`config.mk`:
```
export PLATFORM = sky130hd
export DESIGN_NAME = hid_report_new_key_decoder_top
export DESIGN_NICKNAME = d
export VERILOG_FILES = /design/src/design/hidkd_pkg.sv /design/src/design/hid_report_new_key_decoder_top.sv
export SDC_FILE = /design/constraint.sdc
export NUM_CORES = 1
export LEC_CHECK = 0
export ABC_AREA = 1
export BUFFER_PORTS_ARGS = -buffer_cell sky130_fd_sc_hd__buf_2
export CAP_MARGIN = 10
export CORE_ASPECT_RATIO = 2
export CORE_MARGIN = 3
export CORE_UTILIZATION = 65
export CTS_CLUSTER_SIZE = 28
export DETAILED_ROUTE_END_ITERATION = 7
export GPL_ROUTABILITY_DRIVEN = 0
export PLACE_DENSITY = 0.84
export SLEW_MARGIN = 20
export SYNTH_ARGS = -nofsm -noshare
export SYNTH_HDL_FRONTEND = slang
export SYNTH_SLANG_ARGS = --single-unit
```
`constraint.sdc`:
```
create_clock -name clk -period 4.3 [get_ports clk]
set_input_delay 0 -clock clk [delete_from_list [all_inputs] [get_ports clk]]
set_output_delay 0 -clock clk [all_outputs]
set_load 0.005 [all_outputs]
```
`src/design/hidkd_pkg.sv`:
```
// hidkd_pkg: shared constants, types and the usage-code mapping function
`timescale 1ns / 1ps

package hidkd_pkg;

	localparam int unsigned KeySlotsDefault = 6;
	localparam int unsigned ReportSlots     = 6;

	// key classes on the result word
	localparam logic [3:0] ClsNone  = 4'd0;
	localparam logic [3:0] ClsChar  = 4'd1;
	localparam logic [3:0] ClsUp    = 4'd2;
	localparam logic [3:0] ClsDown  = 4'd3;
	localparam logic [3:0] ClsLeft  = 4'd4;
	localparam logic [3:0] ClsRight = 4'd5;
	localparam logic [3:0] ClsEnter = 4'd6;
	localparam logic [3:0] ClsEsc   = 4'd7;
	localparam logic [3:0] ClsTab   = 4'd8;
	localparam logic [3:0] ClsHome  = 4'd9;
	localparam logic [3:0] ClsEnd   = 4'd10;
	localparam logic [3:0] ClsPgUp  = 4'd11;
	localparam logic [3:0] ClsPgDn  = 4'd12;

	// hid usage codes
	localparam logic [7:0] UsgEmpty     = 8'h00;
	localparam logic [7:0] UsgUp        = 8'h52;
	localparam logic [7:0] UsgDown      = 8'h51;
	localparam logic [7:0] UsgLeft      = 8'h50;
	localparam logic [7:0] UsgRight     = 8'h4F;
	localparam logic [7:0] UsgEnter     = 8'h28;
	localparam logic [7:0] UsgEsc       = 8'h29;
	localparam logic [7:0] UsgTab       = 8'h2B;
	localparam logic [7:0] UsgHome      = 8'h4A;
	localparam logic [7:0] UsgEnd       = 8'h4D;
	localparam logic [7:0] UsgPgUp      = 8'h4B;
	localparam logic [7:0] UsgPgDn      = 8'h4E;
	localparam logic [7:0] UsgLetterA   = 8'h04;
	localparam logic [7:0] UsgLetterZ   = 8'h1D;
	localparam logic [7:0] UsgDigitOne  = 8'h1E;
	localparam logic [7:0] UsgDigitZero = 8'h27;
	localparam logic [7:0] UsgSpace     = 8'h2C;

	// modifier masks
	localparam logic [7:0] ModShift = 8'h22;
	localparam logic [7:0] ModAlt   = 8'h44;

	// ascii anchors
	localparam logic [6:0] AscUpperA = 7'h41;
	localparam logic [6:0] AscCase   = 7'h20;
	localparam logic [6:0] AscOne    = 7'h31;
	localparam logic [6:0] AscZero   = 7'h30;
	localparam logic [6:0] AscSpace  = 7'h20;
	localparam logic [6:0] AscNull   = 7'h00;

	typedef struct packed {
		logic       found;
		logic [3:0] key_class;
		logic [6:0] char_code;
		logic       alt_held;
	} key_map_t;

	function automatic key_map_t map_code(input logic [7:0] code, input logic [7:0] mods);
		key_map_t   m;
		logic [6:0] upper;
		m.found     = 1'b1;
		m.key_class = ClsChar;
		m.char_code = AscNull;
		m.alt_held  = 1'b0;
		upper       = AscUpperA + (code[6:0] - UsgLetterA[6:0]);
		unique case (code)
			UsgUp:    m.key_class = ClsUp;
			UsgDown:  m.key_class = ClsDown;
			UsgLeft:  m.key_class = ClsLeft;
			UsgRight: m.key_class = ClsRight;
			UsgEnter: m.key_class = ClsEnter;
			UsgEsc:   m.key_class = ClsEsc;
			UsgTab:   m.key_class = ClsTab;
			UsgHome:  m.key_class = ClsHome;
			UsgEnd:   m.key_class = ClsEnd;
			UsgPgUp:  m.key_class = ClsPgUp;
			UsgPgDn:  m.key_class = ClsPgDn;
			UsgSpace: m.char_code = AscSpace;
			UsgDigitZero: m.char_code = AscZero;
			default: begin
				if (code >= UsgLetterA && code <= UsgLetterZ) begin
					if ((mods & ModAlt) != 8'h00) begin
						m.char_code = upper;
						m.alt_held  = 1'b1;
					end else if ((mods & ModShift) != 8'h00) begin
						m.char_code = upper;
					end else begin
						m.char_code = upper + AscCase;
					end
				end else if (code >= UsgDigitOne && code < UsgDigitZero) begin
					m.char_code = AscOne + (code[6:0] - UsgDigitOne[6:0]);
				end else begin
					m.found     = 1'b0;
					m.key_class = ClsNone;
				end
			end
		endcase
		return m;
	endfunction

endpackage

```
`src/design/hid_report_new_key_decoder_top.sv`:
```
// hid_report_new_key_decoder_top: boot keyboard report to first new mapped key
`timescale 1ns / 1ps

// channel  direction  handshake            payload
// in       to block   in_valid / in_stall  modifier_bits, slot_zero .. slot_five
// out      from block out_valid / out_stall key_class, char_code, alt_held
//
// one result word for every report word, one word per cycle sustained while out_stall stays low
// each report passes the input register, then the result register
// the key-slot compare and mapping sit between those two registers
// arst_n clears the held-key store (no keys held) and both valid flags
// in_stall rises only while the input register is full and the result
// register is full and stalled

module hid_report_new_key_decoder_top #(
	parameter int unsigned KEY_SLOTS = hidkd_pkg::KeySlotsDefault
) (
	input  logic       clk,
	input  logic       arst_n,
	input  logic       in_valid,
	output logic       in_stall,
	input  logic [7:0] modifier_bits,
	input  logic [7:0] slot_zero,
	input  logic [7:0] slot_one,
	input  logic [7:0] slot_two,
	input  logic [7:0] slot_three,
	input  logic [7:0] slot_four,
	input  logic [7:0] slot_five,
	output logic       out_valid,
	input  logic       out_stall,
	output logic [3:0] key_class,
	output logic [6:0] char_code,
	output logic       alt_held
);

	// report slots gathered into an array for the scan
	logic [7:0] slot_in [hidkd_pkg::ReportSlots];

	// input register
	logic       valid_s1;
	logic [7:0] mods_s1;
	logic [7:0] slot_s1 [KEY_SLOTS];

	// keycodes of the last report that left the input register
	logic [7:0] prev_q [KEY_SLOTS];

	// result register
	logic       valid_s2;
	logic [3:0] class_s2;
	logic [6:0] char_s2;
	logic       alt_s2;

	logic               adv_s2;
	logic               adv_s1;
	logic [KEY_SLOTS-1:0] held;
	hidkd_pkg::key_map_t  map [KEY_SLOTS];
	hidkd_pkg::key_map_t  pick;

	assign slot_in[0] = slot_zero;
	assign slot_in[1] = slot_one;
	assign slot_in[2] = slot_two;
	assign slot_in[3] = slot_three;
	assign slot_in[4] = slot_four;
	assign slot_in[5] = slot_five;

	// result register frees when empty or taken; input register moves with it
	assign adv_s2   = !valid_s2 || !out_stall;
	assign adv_s1   = valid_s1 && adv_s2;
	assign in_stall = valid_s1 && !adv_s2;

	always_ff @(posedge clk or negedge arst_n) begin
		if (!arst_n) begin
			valid_s1 <= 1'b0;
		end else if (!in_stall) begin
			valid_s1 <= in_valid;
		end
	end

	always_ff @(posedge clk) begin
		if (in_valid && !in_stall) begin
			mods_s1 <= modifier_bits;
			for (int i = 0; i < KEY_SLOTS; i++) begin
				slot_s1[i] <= slot_in[i];
			end
		end
	end

	// a slot is held when its code sits anywhere in the last report
	always_comb begin
		for (int i = 0; i < KEY_SLOTS; i++) begin
			held[i] = 1'b0;
			for (int j = 0; j < KEY_SLOTS; j++) begin
				if (prev_q[j] == slot_s1[i]) begin
					held[i] = 1'b1;
				end
			end
			map[i] = hidkd_pkg::map_code(slot_s1[i], mods_s1);
		end
	end

	// first slot with a new, nonzero, mapped key wins
	always_comb begin
		pick.found     = 1'b0;
		pick.key_class = hidkd_pkg::ClsNone;
		pick.char_code = hidkd_pkg::AscNull;
		pick.alt_held  = 1'b0;
		for (int i = KEY_SLOTS - 1; i >= 0; i--) begin
			if (slot_s1[i] != hidkd_pkg::UsgEmpty && !held[i] && map[i].found) begin
				pick = map[i];
			end
		end
	end

	// held-key store follows each report as it is decoded
	always_ff @(posedge clk or negedge arst_n) begin
		if (!arst_n) begin
			for (int i = 0; i < KEY_SLOTS; i++) begin
				prev_q[i] <= hidkd_pkg::UsgEmpty;
			end
		end else if (adv_s1) begin
			for (int i = 0; i < KEY_SLOTS; i++) begin
				prev_q[i] <= slot_s1[i];
			end
		end
	end

	always_ff @(posedge clk or negedge arst_n) begin
		if (!arst_n) begin
			valid_s2 <= 1'b0;
		end else if (adv_s2) begin
			valid_s2 <= valid_s1;
		end
	end

	always_ff @(posedge clk) begin
		if (adv_s1) begin
			class_s2 <= pick.key_class;
			char_s2  <= pick.char_code;
			alt_s2   <= pick.alt_held;
		end
	end

	assign out_valid = valid_s2;
	assign key_class = class_s2;
	assign char_code = char_s2;
	assign alt_held  = alt_s2;

`ifndef ASSERT_OFF
	// only a character result carries a character or the alt flag
	a_char_only: assert property (@(posedge clk) disable iff (!arst_n)
		valid_s2 && class_s2 != hidkd_pkg::ClsChar |-> char_s2 == 7'd0 && !alt_s2)
		else $error("non-char result with char payload");

	// the alt flag comes only with an upper case letter
	a_alt_upper: assert property (@(posedge clk) disable iff (!arst_n)
		valid_s2 && alt_s2 |-> char_s2 >= 7'h41 && char_s2 <= 7'h5A)
		else $error("alt flag without upper case letter");

	// a stall on the input means a full input register behind a stalled result
	a_stall_cause: assert property (@(posedge clk) disable iff (!arst_n)
		in_stall |-> valid_s1 && valid_s2 && out_stall)
		else $error("input stalled without back pressure");

	// the held-key store takes the report that just left the input register
	a_prev_update: assert property (@(posedge clk) disable iff (!arst_n)
		adv_s1 |=> prev_q[0] == $past(slot_s1[0]))
		else $error("held-key store not updated");

	// the store stays put while no report is decoded
	a_prev_hold: assert property (@(posedge clk) disable iff (!arst_n)
		!adv_s1 |=> $stable(prev_q[0]))
		else $error("held-key store changed without a report");
`endif

endmodule
```
# == Word-level counts from Yosys, hierarchy flattened ==
# Memory sizes are Yosys's and may differ from the RTL's.
# Cells that the tools add are included.
# classes
reduce_logical,64
magnitude_cmp,24
n_mux,111
add_sub_neg,30
n_eq_ne,114
# op_table
cell,n
$eq A8 B7 Y1 const B,48
$eq A8 B8 Y1,36
$pmux W4 S12,6
$eq A8 B6 Y1 const B,30
$mux W7,24
$pmux W7 S3,6
$reduce_or A13 Y1,6
$mux W12,6
$reduce_or A11 Y1,6
$reduce_bool A8 Y1,8
$mux W5,12
$mux W1,57
$ge A8 B3 Y1 const B,6
$ge A8 B5 Y1 const B,6
$le A8 B5 Y1 const B,6
$lt A8 B6 Y1 const B,6
$add A6 B7 Y7 const A,6
$add A7 B6 Y7 const B,6
$add A7 B7 Y7 const A,6
$sub A7 B3 Y7 const B,6
$sub A7 B5 Y7 const B,6
$logic_and A1 B1 Y1,27
$reduce_or A2 Y1,6
$logic_not A1 Y1,10
$logic_or A1 B1 Y1,1
# word_totals
output_inout_bits,14
elab_cells,356
ramBits,48
in_bits,60
reg_bits,69
n_memories,1
# mem_list
name,words,word_bits,rd,rd_ports_with_merged_regs,wr,line_no,source
slot_s1,6,8,6,0,6,hid_report_new_key_decoder_top.sv:42,logic [7:0] slot_s1 [KEY_SLOTS];

# == Logic depth before layout (Yosys ltp) ==
# Gate-level depths: netlist of the first run.
# An unclocked memory read counts as a cell.
# logic_depth
depth_word,17
depth_mapped,19
depth_no_buf,18

# == Worst setup path after synthesis of the first run ==
# Ideal clock, no wire load.
# synth_timing
kind,reg-to-reg
start,memory slot_s1[5][1]
end,"register class_s2[0], in the netlist key_class[0], data pin"
stages_incl_launch_ff,18
period_less_slack_ns,2.308
setup_time_ns,0.261
t_arrival_ns,2.046
n_path_buf,3
setup_slack_ns,1.992
required_time_ns,4.039
path_cell_list,edfxtp_1 -> buf_2 -> inv_1 -> ha_1 -> clkbuf_1 -> nor2_1 -> nand2_1 -> nand3_1 -> nand3_1 -> nor2_2 -> nor2_2 -> buf_6 -> nand2_2 -> nand2_1 -> nand3_1 -> nand2_1 -> nand2_1 -> a21oi_2
# synth_lines
item,line_no,source
start: declaration,hid_report_new_key_decoder_top.sv:42,
end signal: assignment,hid_report_new_key_decoder_top.sv:137,class_s2 <= pick.key_class;
end: declaration,hid_report_new_key_decoder_top.sv:49,logic [3:0] class_s2;

==> results.yml, run 1 <==
sta:
  finalCritPeriodShare_pct: 79.43
  rsz0062_at_grt: "no"
  fmax_ghz: 0.2928
  tns_ns: 0
  worst_pin_slew_ns: 0.9093
  fin_skew_ns: 0.01379
  hold_viol_final: 0
  finalSetupViolations: 0
  hold_ws_ns: 0.2436
  slew_headroom_pct: 39.31
  period_minus_slack_ns: 3.416
  drv_slew: 0
die:
  dieArea_sq_mm: 0.02076
  initial_core_util_pct: 66.72
  die_w_um: 103.4
  placementRows: 70
  core_area_sq_mm: 0.01848
  ios: 74
  die_y_um: 200.8
worst_setup_path:
  r2r-end: "char_code[5]"
  crit_fanout: 12
  crit_path_start_kind: "register"
  cp.required_ns: 4.59
  cp-end-kind: "register"
  crit_type: "register to register"
  r2r_slack_ns: 0.88
  r2r_cells: 15
  r2r_start: "slot_s1[5][4]"
  cp.arrival_ns: 3.71
logic_synthesis:
  synth_common_cells: "nand2_1, nor2_1, xnor2_1, inv_1, nand3_1"
  ys_seq_area_share_pct: 25.73
  synth.distinct_cells: 48
  syn_inst: 1857
  synth.net_count: 1944
  synth.area.top_cells: "nand2_1, edfxtp_1, dfrtp_1"
  synth.most_common_cell: "nand2_1"
  synth_largest_area_cell: "nand2_1"
  synthArstFlopShare_pct: 43.86
  syn_area_sq_mm: 0.01233
  synth_seq_cells: 114
  synth_top_area_share_pct: 17.26
  synth-main-ff-cell: "edfxtp_1"
  ys_warn_count: 0
  avgSynthCellArea_sq_um: 6.640
  synth_edf_count: 64
layout:
  fillCellCount: 1479
  drive_gt1_share_pct: 13.38
  multiInputGateArea_sq_mm: 0.007818
  final_util_pct: 72.84
  diodes: 0
  fin_nets: 1973
  areaGrowthSynthToFinish_pct: 9.173
  seq_area_sq_mm: 0.003173
cts:
  clock_latency_ns: 0.44
  ctsHtreeMaxLevel: 4
  clk_path_buf_depth: 2
  cts_tree: "built"
  numCtsBuffers: 17
  cts_num_sinks: 114
  clk_pin_slew_worst_paths_ns: 0.07
  cts-resized-gates: 0
  cts-root-buf: "clkbuf_16"
detailed_routing:
  met1_length_um: 13920
  drtIter0Drc: 1914
  wl_um: 44270
  dr.max_layer_used: "met4"
  wl_met2_um: 20180
  first_pass_iters: 8
  postRouteAntennaNets: 0
  wl_per_cell_um: 20.58
  via_per_inst: 6.271
  via_count: 13489
  wl_met3_um: 5489
  drc: 6
grt:
  antenna_found_initial: 0
  track_usage_pct: 43.43
  grt_pass1_wl_um: 68690
  grt_remaining_overflow: 0
  grt_pass1_vias: 12916
  grt_max_degree: 61
power_and_ir_drop:
  leakage_nw: 6.181
  ir_drop_mv: 0.5216
  p_per_area_mw_per_mm2: 385.7
outcome:
  status: "finished, violations left"
  violations: "design-rule violations"
hold_path:
  min_path_type: "input pin to async pin"
placed_design:
  dpl.hpwl_um: 30670
  numPortBuffers: 69
flow_run:
  cap_viol_max_count: 0
[final cells by class]
class                           count  share of cell area (%)
Inverter                          162                   4.601
Timing Repair Buffer              128                   6.897
Clock buffer                       18                   3.188
Tap cell                          252                   2.342
Multi-Input combinational cell   1463                   58.07
Clock inverter                     14                   1.329
Sequential cell                   114                   23.57
[layout by cell type, fill, tap and decap left out, types with 6 or more instances in the layout]
master / instances
nand2_1: 566
nor2_1: 224
xnor2_1: 126
inv_1: 114
nand3_1: 84
o21ai_0: 81
nand4_1: 80
buf_2: 69
edfxtp_1: 64
xor2_1: 58
dlygate4sd3_1: 56
dfrtp_1: 50
inv_2: 39
a21oi_1: 39
nor3_1: 28
nor2_2: 27
ha_1: 27
nand3_2: 19
clkbuf_16: 17
a21oi_2: 14
nand2_2: 11
or2_2: 8
nor2_4: 7
nor3_2: 7
o211ai_1: 6
o2111ai_1: 6
[how the worst max path moves through the flow]
stage	start	to
floorplan	slot_s1[5][1]	key_class[0]
global route	slot_s1[5][1]	char_code[5]
detailed placement	slot_s1[5][4]	char_code[5]
global placement	slot_s1[5][4]	char_code[2]
finish	slot_s1[5][4]	char_code[5]
CTS	slot_s1[5][1]	alt_held
[sequential cells by signal (all words and copies together) (netlist names)]
register	cells
slot_s1	48
mods_s1	4
char_code	7
out_valid	1
valid_s1	1
alt_held	1
prev_q	48
key_class	4
[worst max-delay path, cell delays in order, from the launching register on]
cell	delay [ns]
edfxtp_1	0.65
inv_1	0.44
nand2_1	0.11
nor2_2	0.27
nand2_1	0.11
nand2_1	0.10
nor2_1	0.06
nand3_2	0.10
nor2_2	0.05
nor2_2	0.49
nand3_2	0.12
nand2_1	0.38
nand2_1	0.09
nand2_1	0.08
nand2_1	0.09
a21oi_2	0.12
[repair_timing]
item | CTS | global route
hold buffers | 56 | 0
hold endpoints to repair | 104 | 0
buffers inserted | 0 | 0
[routing by layer]
| metal | up-vias | GRT usage [%] |
|---|---|---|
| met5 | - | 0 |
| met4 | 0 | 34.41 |
| met3 | 357 | 13.29 |
| met2 | 1125 | 67.08 |
| met1 | 6006 | 47.77 |
| li1 | 6001 | - |
[metrics by stage]
step                std cells  total power [W]  cell area (sq um)  worst slack [ns]
finish                   2151         0.005192              13460            0.8845
global route             2151         0.005407              13460            0.6774
CTS                      2151         0.005051              13460             1.141
detailed placement       2063         0.003526              12290             1.188
global placement         2063         0.003461              12290             1.241
floorplan                1857         0.003085              12330             1.992
[report_power, final]
part | internal (W) | switching, W | leakage, nW
Combinational | 0.000710 | 0.00103 | 4.66
Clock | 0.000918 | 0.000581 | 0.288
Sequential | 0.00134 | 0.000612 | 1.23
[kinds of logic (layout without fill, tap and decap cells)]
family / after synthesis / in the layout / share of synthesized area (%)
AO/OA/AOI/OAI: 171 / 171 / 8.169
flip-flops: 114 / 114 / 25.73
XOR/XNOR: 184 / 184 / 13.07
AND/OR/NAND/NOR: 1081 / 1081 / 39.40
adder cells (fa/ha/maj): 27 / 27 / 2.740
buffers and inverters: 280 / 322 / 10.89
No activity file was read; power rests on OpenSTA's default activity.
==> run 2, diff against run 1 <==
Settings changed: CORE_UTILIZATION 65 to 57, PLACE_DENSITY 0.84 to 0.78.
Clock period 4.3 ns to 2.77 ns, I/O delays scaled along.
==> run 2 against run 1 <==
  * The run still ends with design-rule violations left
  * Sequential share of layout area decreased by 1.6 points
  * Critical endpoint is now key_class[1]
  * Utilization shrank 4.4 points
  * Worst hold slack lost 0.069 ns
  * Count of clock-buffer cells in the layout unchanged
==> results.yml, run 2 (synthesis results as in run 1) <==
power_and_ir_drop:
  p_sw_w: 0.003564
  ir_drop_mv: 0.6831
  pwr-share-comb_pct: 40.7
  seqPwrFrac_pct: 32.0
  leakage_nw: 6.728
  p_int_w: 0.004897
  p_sw_share_pct: 42.13
  p_per_area_mw_per_mm2: 585.4
  pwr-share-clk_pct: 27.4
cts:
  cts-root-buf: "clkbuf_16"
  numCtsBuffers: 17
  cts_tree: "built"
  clk_path_buf_depth: 2
  clock_latency_ns: 0.46
  ctsHtreeMaxLevel: 4
  cts_num_sinks: 114
  clk_pin_slew_worst_paths_ns: 0.07
worst_setup_path:
  crit_fanout: 11
  cp.required_ns: 2.97
  cp.arrival_ns: 2.87
  startpoint: "slot_s1[5][1]"
  slowest_delay_ns: 0.43
  crit_end: "key_class[1]"
  r2r-end: "key_class[1]"
  r2r_cells: 17
  r2r_slack_ns: 0.10
  cpMostUsedCell: "nand2_1"
  crit_path_start_kind: "register"
  cp-end-kind: "register"
  crit_type: "register to register"
  crit_path_top_delay_cell: "edfxtp_1"
  r2r_start: "slot_s1[5][1]"
  path_cells: "buf_4 > ha_1 > nor2_1 > nor2_1 > nand2_1 > nand2_1 > nor2_1 > nand3_2 > nor2_2 > nor2_2 > buf_12 > nand3_2 > nand2_1 > nand2_1 > nand2_1 > nand2_1 > a21oi_2"
layout:
  drive_gt1_share_pct: 19.05
  instances_no_fill: 2279
  stdcell_area_sq_mm: 0.01445
  final_util_pct: 68.46
  mostFrequentLayoutCells: "nand2_1, nor2_1, xnor2_1"
  diodes: 0
  fin_nets: 2084
  final_common_cell: "nand2_1"
  fillCellCount: 1778
  areaGrowthSynthToFinish_pct: 17.22
die:
  core_area_sq_mm: 0.02111
  ios: 74
  placementRows: 75
  initial_core_util_pct: 58.40
  die_y_um: 214
  die_w_um: 110
  dieArea_sq_mm: 0.02354
placed_design:
  dp_slack_ns: 0.1358
  dpl.hpwl_um: 33650
  numPortBuffers: 69
  dp.cells: 2175
  placed_cell_area_sq_mm: 0.01305
sta:
  hold_ws_ns: 0.1746
  period_minus_slack_ns: 2.667
  hold_viol_final: 0
  setup_ws_ns: 0.1025
  finalCritPeriodShare_pct: 96.30
  slew_headroom_pct: 45.36
  fmax_ghz: 0.3749
  worst_pin_slew_ns: 0.8196
  finalSetupViolations: 0
  drv_slew: 0
  fin_skew_ns: 0.01251
detailed_routing:
  wl_per_cell_um: 20.36
  via_per_inst: 6.057
  first_pass_iters: 8
  wl_um: 46410
  drc: 11
  via_count: 13803
  postRouteAntennaNets: 0
  drtIter0Drc: 1699
grt:
  grt_remaining_overflow: 0
  grt_pass1_wl_um: 70550
  grt_pass1_vias: 13070
  antenna_found_initial: 0
  track_usage_pct: 40.09
  grt_max_degree: 60
flow_run:
  cap_viol_max_count: 0
outcome:
  status: "finished, violations left"
  violations: "design-rule violations"
hold_path:
  min_path_type: "input pin to async pin"
-- run 2: changes by cell type in the layout (fill, tap and decap cells not counted), moves of 2 or more --
| cell | delta |
|---|---|
| nand3_1 | -2 |
| inv_1 | -5 |
| nand3_4 | +3 |
| inv_2 | +5 |
| buf_4 | +107 |
| buf_12 | +3 |
| clkinv_2 | -2 |
| clkinvlp_4 | +3 |
| nand2_1 | -7 |
| nand2_2 | +7 |
-- run 2: what timing repair did --
item,CTS,global route
gates resized for setup,0,23
endpoints found under the hold margin,86,0
endpoints found under the setup margin,0,12
hold buffers,56,0
setup buffers,0,15
-- run 2: critical path, delay by kind of cell (launching register included) --
family	cells	cell delay, ns
buffers and inverters	2	0.36
DFF	1	0.43
AOI/OAI and AO/OA	1	0.06
and+or+nand+nor	13	1.31
adders and majority gates	1	0.23
-- run 2: final cells by class --
| type | count | area (sq um) | area share, % |
|---|---|---|---|
| Clock inverter | 14 | 180.2 | 1.247 |
| Tap cell | 269 | 336.6 | 2.329 |
| Sequential cell | 114 | 3173 | 21.95 |
| Clock buffer | 18 | 429.2 | 2.969 |
| Timing Repair Buffer | 239 | 1817 | 12.57 |
| Multi-Input combinational cell | 1463 | 7896 | 54.63 |
| Inverter | 162 | 621.8 | 4.302 |
-- run 2: metal layers --
| metal | track usage, % | vias up | part of all wire [%] |
|---|---|---|---|
| li1 | - | 6235 | - |
| met1 | 42.68 | 6213 | 32 |
| met2 | 60.95 | 985 | 45 |
| met3 | 12.36 | 370 | 11 |
| met4 | 37.41 | 0 | 12 |
| met5 | 0 | - | 0 |
-- run 2: worst min path at each step --
stage	start	to	cells past startpoint
4_1_cts	arst_n	prev_q[33]	2
5_1_grt	arst_n	prev_q[33]	2
3_5_place_dp	arst_n	prev_q[1]	1
6_report	arst_n	prev_q[33]	2
3_3_place_gp	arst_n	prev_q[1]	1
2_1_floorplan	arst_n	out_valid	0
-- run 2: per-stage QoR --
stage | setup TNS [ns] | power, W
after floorplan | 0 | 0.004788
after global placement | 0 | 0.005735
after detailed placement | 0 | 0.005819
after CTS | 0 | 0.008201
after global routing | -0.06981 | 0.008828
final | 0 | 0.008461
-- run 2: power by group through the flow --
stage	Clock, W	Combinational [W]	Sequential, W
3_3_place_gp	0	0.00308	0.00266
6_report	0.00232	0.00344	0.00270
2_1_floorplan	0	0.00260	0.00219
3_5_place_dp	0	0.00315	0.00267
4_1_cts	0.00233	0.00323	0.00264
5_1_grt	0.00241	0.00372	0.00270
==> run 3, diff against run 2 <==
Settings changed: RECOVER_POWER set to 25.
==> run 3 against run 2 <==
  * First-iteration DRC count stayed put
  * Global-route usage stayed put
  * Register-to-register slack barely moved
  * Critical endpoint is now char_code[1]
  * The run ends with max-capacitance violations, max-slew violations left
  * Non-clock buffer count is the same
  * Clock skew shrank 0.0014 ns
  * Largest power group unchanged
  * Combinational power hardly changed
  * Via count is essentially flat
  * Total power about the same
  * Largest cell class unchanged
  * Clock power barely moved
  * Count of clock-buffer cells in the layout unchanged
  * Critical path depth unchanged
==> results.yml, run 3 (synthesis results as in run 1) <==
worst_setup_path:
  cp.arrival_ns: 2.88
  r2r-end: "char_code[1]"
  slowest_delay_ns: 0.43
  r2r_slack_ns: 0.1
  r2r_cells: 17
  crit_path_top_delay_cell: "edfxtp_1"
  cp.required_ns: 2.97
  r2r_start: "slot_s1[5][1]"
  cp-end-kind: "register"
  crit_fanout: 11
  path_cells: "buf_4 > ha_1 > nor2_1 > nor2_1 > nand2_1 > nand2_1 > nor2_1 > nand3_2 > nor2_2 > nor2_2 > buf_12 > nand3_2 > nand2_1 > nand2_1 > nand2_1 > nand2_1 > a21oi_2"
  cpMostUsedCell: "nand2_1"
  crit_type: "register to register"
  crit_path_start_kind: "register"
power_and_ir_drop:
  p_per_area_mw_per_mm2: 585.2
  leakage_nw: 6.725
  ir_drop_mv: 0.6839
flow_run:
  cap_viol_max_count: 1
layout:
  fin_nets: 2084
  drive_gt1_share_pct: 19.00
  final_common_cell: "nand2_1"
  mostFrequentLayoutCells: "nand2_1, nor2_1, xnor2_1"
  stdcell_area_sq_mm: 0.01446
  fillCellCount: 1778
  areaGrowthSynthToFinish_pct: 17.23
detailed_routing:
  wl_um: 46390
  wl_per_cell_um: 20.35
  via_count: 13799
  first_pass_iters: 7
  postRouteAntennaNets: 0
  via_per_inst: 6.052
  drc: 0
  drtIter0Drc: 1699
cts:
  cts-root-buf: "clkbuf_16"
  ctsHtreeMaxLevel: 4
  clk_path_buf_depth: 2
  clock_latency_ns: 0.46
  cts_tree: "built"
  clk_pin_slew_worst_paths_ns: 0.06
  cts_num_sinks: 114
  numCtsBuffers: 17
grt:
  grt_remaining_overflow: 0
  grt_max_degree: 60
  grt_pass1_wl_um: 70550
  track_usage_pct: 40.09
  antenna_found_initial: 0
  grt_pass1_vias: 13070
outcome:
  violations: "max-capacitance violations, max-slew violations"
  status: "finished, violations left"
sta:
  fin_skew_ns: 0.01107
  drv_slew: 34
  finalCritPeriodShare_pct: 96.52
  hold_viol_final: 0
  finalSetupViolations: 0
  fmax_ghz: 0.3740
  period_minus_slack_ns: 2.673
  setup_ws_ns: 0.09650
  worst_pin_slew_ns: 1.965
  slew_headroom_pct: -30.99
die:
  ios: 74
  core_area_sq_mm: 0.02111
  die_w_um: 110
  placementRows: 75
  dieArea_sq_mm: 0.02354
  die_y_um: 214
  initial_core_util_pct: 58.40
placed_design:
  dpl.hpwl_um: 33650
  numPortBuffers: 69
  dp_slack_ns: 0.1358
  placed_cell_area_sq_mm: 0.01305
hold_path:
  hold_depth: 2
  hp-start: "slot_three[2]"
  min_path_type: "input pin to register"
  holdPathEnd: "slot_s1[3][2]"
run 3: power breakdown:
group / switching, W / internal (W) / leakage (nW)
registers: 0.000619 / 0.00209 / 1.23
logic: 0.00205 / 0.00139 / 5.21
clock network: 0.000894 / 0.00142 / 0.280
run 3: repair_timing:
item	4_1_cts	5_1_grt
endpoints found under the setup margin	0	12
buffers inserted	0	15
hold endpoints to repair	86	0
gates resized for setup	0	23
hold buffers	56	0
run 3: worst max path at each step:
stage | start | end | slack (ns) | cells past startpoint
floorplan | slot_s1[5][1] | key_class[0] | 0.46 | 17
global placement | slot_s1[4][5] | char_code[6] | 0.21 | 13
detailed placement | slot_s1[4][5] | alt_held | 0.14 | 13
CTS | slot_s1[4][5] | alt_held | 0.10 | 13
global route | slot_s1[5][1] | char_code[1] | -0.05 | 17
finish | slot_s1[5][1] | char_code[1] | 0.1 | 17
run 3: through the flow:
stage,power [W],std cells,utilization [%],setup TNS [ns],hold WS (ns)
finish,0.008459,2280,68.46,0,0.2453
global route,0.008828,2279,68.45,-0.06981,0.2465
CTS,0.008201,2263,67.35,0,0.1972
detailed placement,0.005819,2175,61.81,0,0.1283
global placement,0.005735,2175,61.81,0,0.1146
floorplan,0.004788,1857,-,0,-0.2956
run 3: layer usage:
metal	up-vias	GRT usage, %	wire (um)
met5	-	0	0
met4	0	37.41	5506
met3	368	12.36	5063
met2	1006	60.95	20930
met1	6185	42.68	14900
li1	6240	-	-
run 3: critical path, delay by kind of cell, from the launching register on:
| family | cells | cell delay, ns |
|---|---|---|
| buffers and inverters | 2 | 0.36 |
| adder cells (fa/ha/maj) | 1 | 0.22 |
| AO/OA/AOI/OAI | 1 | 0.05 |
| flip-flops | 1 | 0.43 |
| AND/OR/NAND/NOR | 13 | 1.33 |
run 3: cell type report:
type	count	area, sq um	share of cell area, %
multi-input cells	1463	7896	54.63
flip-flops and latches	114	3173	21.95
repair buffers	239	1815	12.56
inverters	162	621.8	4.302
clock buffers	18	429.2	2.969
well taps	269	336.6	2.328
clock inverters	14	180.2	1.246
diodes	1	2.502	0.01731
